## config.mk

```make
export PLATFORM = sky130hd
export DESIGN_NAME = lzwd_ram
export DESIGN_NICKNAME = d
export VERILOG_FILES = /design/src/design/lzwd_ram.sv
export SDC_FILE = /design/constraint.sdc
export NUM_CORES = 1
export LEC_CHECK = 0
export ABC_CLOCK_PERIOD_IN_PS = 2500
export BUFFER_PORTS_ARGS = -buffer_cell sky130_fd_sc_hd__buf_4
export CAP_MARGIN = 20
export CORE_MARGIN = 1
export CORE_UTILIZATION = 40
export DETAILED_ROUTE_END_ITERATION = 6
export PLACE_DENSITY = 0.53
export SLEW_MARGIN = 40
export SYNTH_ARGS = -nofsm -noshare
export SYNTH_HDL_FRONTEND = slang
export SYNTH_SLANG_ARGS = --single-unit
export TNS_END_PERCENT = 50
```

## constraint.sdc

```tcl
create_clock -name i_clk -period 2.5 [get_ports i_clk]
set_input_delay 0.375 -clock i_clk [delete_from_list [all_inputs] [get_ports i_clk]]
set_output_delay 0.375 -clock i_clk [all_outputs]
set_load 0.05 [all_outputs]
```

## src/design/lzwd_ram.sv

```systemverilog
// generic simple dual port ram with registered read
module lzwd_ram #(
    parameter int WIDTH = 8,
    parameter int DEPTH = 64
) (
    input  logic                     i_clk,
    input  logic                     i_we,
    input  logic [$clog2(DEPTH)-1:0] i_waddr,
    input  logic [WIDTH-1:0]         i_wdata,
    input  logic [$clog2(DEPTH)-1:0] i_raddr,
    output logic [WIDTH-1:0]         o_rdata
);

    logic [WIDTH-1:0] r_mem [DEPTH];
    logic [WIDTH-1:0] r_rdata;

    always_ff @(posedge i_clk) begin
        if (i_we) begin
            r_mem[i_waddr] <= i_wdata;
        end
        r_rdata <= r_mem[i_raddr];
    end

    assign o_rdata = r_rdata;

endmodule

```

## Word-level counts from Yosys, hierarchy flattened

Memories as Yosys holds them, arrays and structs flattened. A register that Yosys moved wholly into a read port is not among the register bits.
Cells that the tools add are included.

| word-level totals | value |
|---|---|
| flip-flop bits (word level) | 0 |
| RAM bits | 512 |
| bits of input ports | 22 |
| output and inout bits | 8 |
| logic and storage cells | 3 |
| memories kept | 1 |

| operators by class | value |
|---|---|
| multiplexer cells | 2 |

Memories:

| memory | depth | width | rd ports | clocked after Yosys merged registers in | wr ports | line | source |
|---|---|---|---|---|---|---|---|
| r_mem | 64 | 8 | 1 | 1 | 1 | 14 | `logic [WIDTH-1:0] r_mem [DEPTH];` |

Operators with widths:

| operator | number |
|---|---|
| $mux W1 | 2 |

## Longest topological paths before layout

| depth | value |
|---|---|
| depth in word-level cells | 2 |
| gate-level depth with buffers | 9 |
| mapped depth without buffers | 5 |

## Worst setup path after synthesis

No wires, ideal clock.

| path | value |
|---|---|
| kind | input port to flip-flop |
| start | input port i_raddr[1] |
| end | register r_rdata[3], in the netlist o_rdata[3], read port of r_mem |
| setup time | 0.128 ns |
| arrival time | 1.915 ns |
| data required time | 2.372 ns |
| setup slack | 0.457 ns |
| cell stages on the path | 7 |
| cells stage by stage | buf_4 -> buf_2 -> buf_2 -> mux4_2 -> mux4_2 -> o21ai_1 -> o41ai_1 |

RTL lines:

| item | line | source |
|---|---|---|
| start, declared | 10 | `input logic [$clog2(DEPTH)-1:0] i_raddr,` |
| end, declared | 15 | `logic [WIDTH-1:0] r_rdata;` |

==> impl_metrics.json <==
{
  "run_status": "finished, final reports clean",
  "hold-path-cell-count": 2,
  "cts-htree-levels": 2,
  "fraction_of_met1_tracks_used_by_global_routing": 0.275,
  "critical_path.slowest_cell": "sky130_fd_sc_hd__mux4_2",
  "post-cts-setup-buffer-count": 0,
  "initial_utilization": 0.409,
  "number_of_cell_rows": 81,
  "setup.worst_path.end_class": "register",
  "dieHeight_um": 227,
  "worstMarginPinSlew_ns": 0.780,
  "clkSlewWorstSetupHoldPaths_ns": 0.06,
  "synth_fp_nets": 962,
  "synth_warnings": 0,
  "final-instance-count-excl-fill": 1800,
  "power.leakage_uw": 0.00759,
  "ios": 30,
  "gr-max-usage-layer": "met2",
  "postRouteAntennaNets": 0,
  "setup_viol": 0,
  "syn-instance-count": 940,
  "grtUsageMet3": 0.0297,
  "vias": 9807,
  "timing_hold_violations_final": 0,
  "maxSlewHeadroom": 0.480,
  "final-max-slew-violation-count": 0,
  "clock_sink_count": 520,
  "antenna_found_initial": 1,
  "crit_chain": "mux4_2 > mux2_2 > o221a_2 > nor3_1 > o32ai_1",
  "post_cts.resized_instances": 0,
  "max_freq_mhz": 480,
  "detailedPlace.worstSlack_ns": -0.154,
  "ff2ff_path_depth": 5,
  "place.gp.congestion": 0.778,
  "grt_pass1_vias": 10100,
  "cts_root_buffer": "sky130_fd_sc_hd__clkbuf_16",
  "globalRouteMet2Util": 0.304,
  "post_synth_instance_area_mm2": 0.0202,
  "fin_worst_skew_ns": 0.0190,
  "drv_cap": 0,
  "final_period_util": 0.833,
  "timing.setup.tns_ns": 0,
  "peakVddDrop_v": 0.000498,
  "placement.io_buffers": 29,
  "avgSynthCellArea_um2": 21.5,
  "numPlacedInstances": 1708,
  "tritoncts_clock_tree": "built",
  "drtPass1Iterations": 4,
  "yosysSeqAreaShare": 0.770,
  "final_period_minus_worst_setup_slack_ns": 2.08,
  "placeableCoreArea_mm2": 0.0494,
  "cts.path.max_buffers": 3,
  "grt.overflow.total": 0,
  "startpoint_type": "register",
  "yosysUniqueCellTypes": 40,
  "fin_nets": 1121,
  "detail_route.wirelength_um": 47500,
  "layout-drive-gt1-share": 0.321,
  "critPathRequiredTime_ns": 2.96,
  "hold_path_class": "input port to register",
  "numCtsBuffers": 53,
  "worst-endpoint-arrival_ns": 2.54,
  "unrepaired_setup_endpoints_after_global_routing": "no",
  "die_width_um": 227,
  "critPathMaxStageDelay_ns": 0.46,
  "largest_net_degree_at_the_start_of_global_routing": 65,
  "syn2layout_area_growth_pct": 17.1,
  "final_util": 0.479,
  "setup.worst_path.class": "register to register",
  "clk-insertion-delay-late_ns": 0.60,
  "total_die_area_mm2": 0.0513,
  "globalRouteTotalUtil": 0.193,
  "power-per-cell-area_mw_per_mm2": 773,
  "cp_max_fo": 1,
  "dp_hpwl_um": 29600,
  "avgViaCountPerCell": 5.45,
  "post-layout-total-power_uw": 18300,
  "drtIter0Drc": 838,
  "wl_per_cell_um": 26.4,
  "cts_hold_repair.buffers": 0,
  "grt_first_pass_wirelength_um": 69800,
  "fin_ws_ns": 0.418,
  "drc_markers": 0,
  "yosys_register_bits": 520
}
[kinds of logic after synthesis]
logic type,count (synthesis),share of synthesized area
simple gates,153,0.0339
compound gates,54,0.0207
buf+inv,51,0.0157
mux,162,0.159
flops,520,0.770
[layer usage]
metal | part of all wire | vias to the layer above
met1 | 0.46 | 5252
met5 | 0 | -
li1 | - | 4249
met2 | 0.47 | 232
met3 | 0.041 | 74
met4 | 0.025 | 0
[critical path: cells and delay by family (launching register included)]
family,cells,cell delay [ns]
DFF,1,0.37
and+or+nand+nor,1,0.41
AOI/OAI and AO/OA,2,0.43
muxes,2,0.74
[cells in the final DEF, fill, tap and decap left out, types with 2 or more instances in the layout]
| cell | netlist | layout |
|---|---|---|
| sky130_fd_sc_hd__o221a_2 | 2 | 2 |
| sky130_fd_sc_hd__buf_12 | 2 | 10 |
| sky130_fd_sc_hd__buf_4 | 13 | 144 |
| sky130_fd_sc_hd__nand2_1 | 19 | 19 |
| sky130_fd_sc_hd__mux2i_1 | 23 | 23 |
| sky130_fd_sc_hd__clkbuf_16 | 0 | 55 |
| sky130_fd_sc_hd__nor2b_1 | 14 | 14 |
| sky130_fd_sc_hd__a211oi_1 | 4 | 4 |
| sky130_fd_sc_hd__nand3_1 | 13 | 13 |
| sky130_fd_sc_hd__clkbuf_1 | 17 | 16 |
| sky130_fd_sc_hd__edfxtp_1 | 512 | 512 |
| sky130_fd_sc_hd__dfxtp_1 | 8 | 8 |
| sky130_fd_sc_hd__o32ai_1 | 2 | 2 |
| sky130_fd_sc_hd__clkinv_1 | 0 | 7 |
| sky130_fd_sc_hd__o21ai_1 | 2 | 2 |
| sky130_fd_sc_hd__o221ai_1 | 8 | 8 |
| sky130_fd_sc_hd__a22oi_1 | 3 | 3 |
| sky130_fd_sc_hd__o21a_1 | 2 | 2 |
| sky130_fd_sc_hd__mux2_2 | 13 | 13 |
| sky130_fd_sc_hd__nand3b_1 | 3 | 3 |
| sky130_fd_sc_hd__nand2b_1 | 7 | 7 |
| sky130_fd_sc_hd__a221oi_1 | 6 | 6 |
| sky130_fd_sc_hd__mux4_2 | 126 | 126 |
| sky130_fd_sc_hd__nor2_1 | 83 | 83 |
| sky130_fd_sc_hd__o2bb2ai_1 | 3 | 3 |
| sky130_fd_sc_hd__nand4_1 | 2 | 2 |
| sky130_fd_sc_hd__nor4_1 | 2 | 2 |
| sky130_fd_sc_hd__a21oi_1 | 3 | 3 |
| sky130_fd_sc_hd__o21ai_0 | 2 | 2 |
| sky130_fd_sc_hd__nor3_1 | 7 | 7 |
| sky130_fd_sc_hd__o22ai_1 | 8 | 8 |
| sky130_fd_sc_hd__clkbuf_8 | 0 | 8 |
| sky130_fd_sc_hd__clkinv_2 | 0 | 3 |
| sky130_fd_sc_hd__a2111oi_0 | 2 | 2 |
| sky130_fd_sc_hd__o41ai_1 | 2 | 2 |
| sky130_fd_sc_hd__o2111ai_1 | 3 | 3 |
| sky130_fd_sc_hd__bufinv_16 | 0 | 2 |
[state kept, by name, indices dropped and copies added (netlist names)]
signal	flops
r_mem	512
o_rdata	8
[where the power goes]
| group | switching, uW | internal [uW] |
|---|---|---|
| Clock | 3140 | 4400 |
| Sequential | 32.0 | 9650 |
| Combinational | 633 | 406 |
| Total | 3800 | 14500 |
[worst paths after layout]
kind	end	slack (ns)	from
max	o_rdata[6]	0.42	r_mem[24][6]
max reg2reg	o_rdata[6]	0.42	r_mem[24][6]
min reg2reg	o_rdata[0]	0.85	r_mem[22][0]
min	o_rdata[3]	0.19	i_raddr[5]
[cell type report]
| class | instances | area (um2) |
|---|---|---|
| antenna | 1 | 2.50 |
| fill | 4044 | 25700 |
| clock inverter | 13 | 110 |
| tap | 664 | 831 |
| multi-input combinational | 369 | 4320 |
| sequential | 520 | 15500 |
| timing repair buffer | 155 | 1290 |
| clock buffer | 78 | 1530 |
[through the flow]
stage | area, um2 | hold WS [ns]
floorplan | 20200 | 0.474
global placement | 22000 | 0.791
global route | 23600 | 0.183
CTS | 23600 | 0.148
finish | 23600 | 0.192
detailed placement | 22000 | 0.800
[cells in the mapped netlist, drive strengths merged]
cell,number,share of area
a21oi,3,0.00074
a22oi,3,0.0011
and2,1,0.00031
nor3,7,0.0017
o221ai,8,0.0035
clkbuf,17,0.0032
nor2b,14,0.0043
a2111oi,2,0.00087
a211oi,4,0.0015
a221oi,6,0.0026
mux4,126,0.14
nor4,2,0.00062
nand4,2,0.00062
dfxtp,8,0.0079
o32ai,2,0.00087
edfxtp,512,0.76
o22ai,8,0.0025
nand2,19,0.0035
nor2,83,0.015
nand2b,7,0.0022
o221a,2,0.0011
buf,34,0.013
o21ai,4,0.00099
mux2,13,0.0073
nand4b,1,0.00043
nand3b,3,0.0011
o311ai,1,0.00043
o2111ai,3,0.0013
o41ai,2,0.00087
mux2i,23,0.011
o2bb2ai,3,0.0013
o21a,2,0.00074
nand3,13,0.0032
a31oi,1,0.00031
or3,1,0.00031
Note: power is estimated with default switching activity, not from simulation.
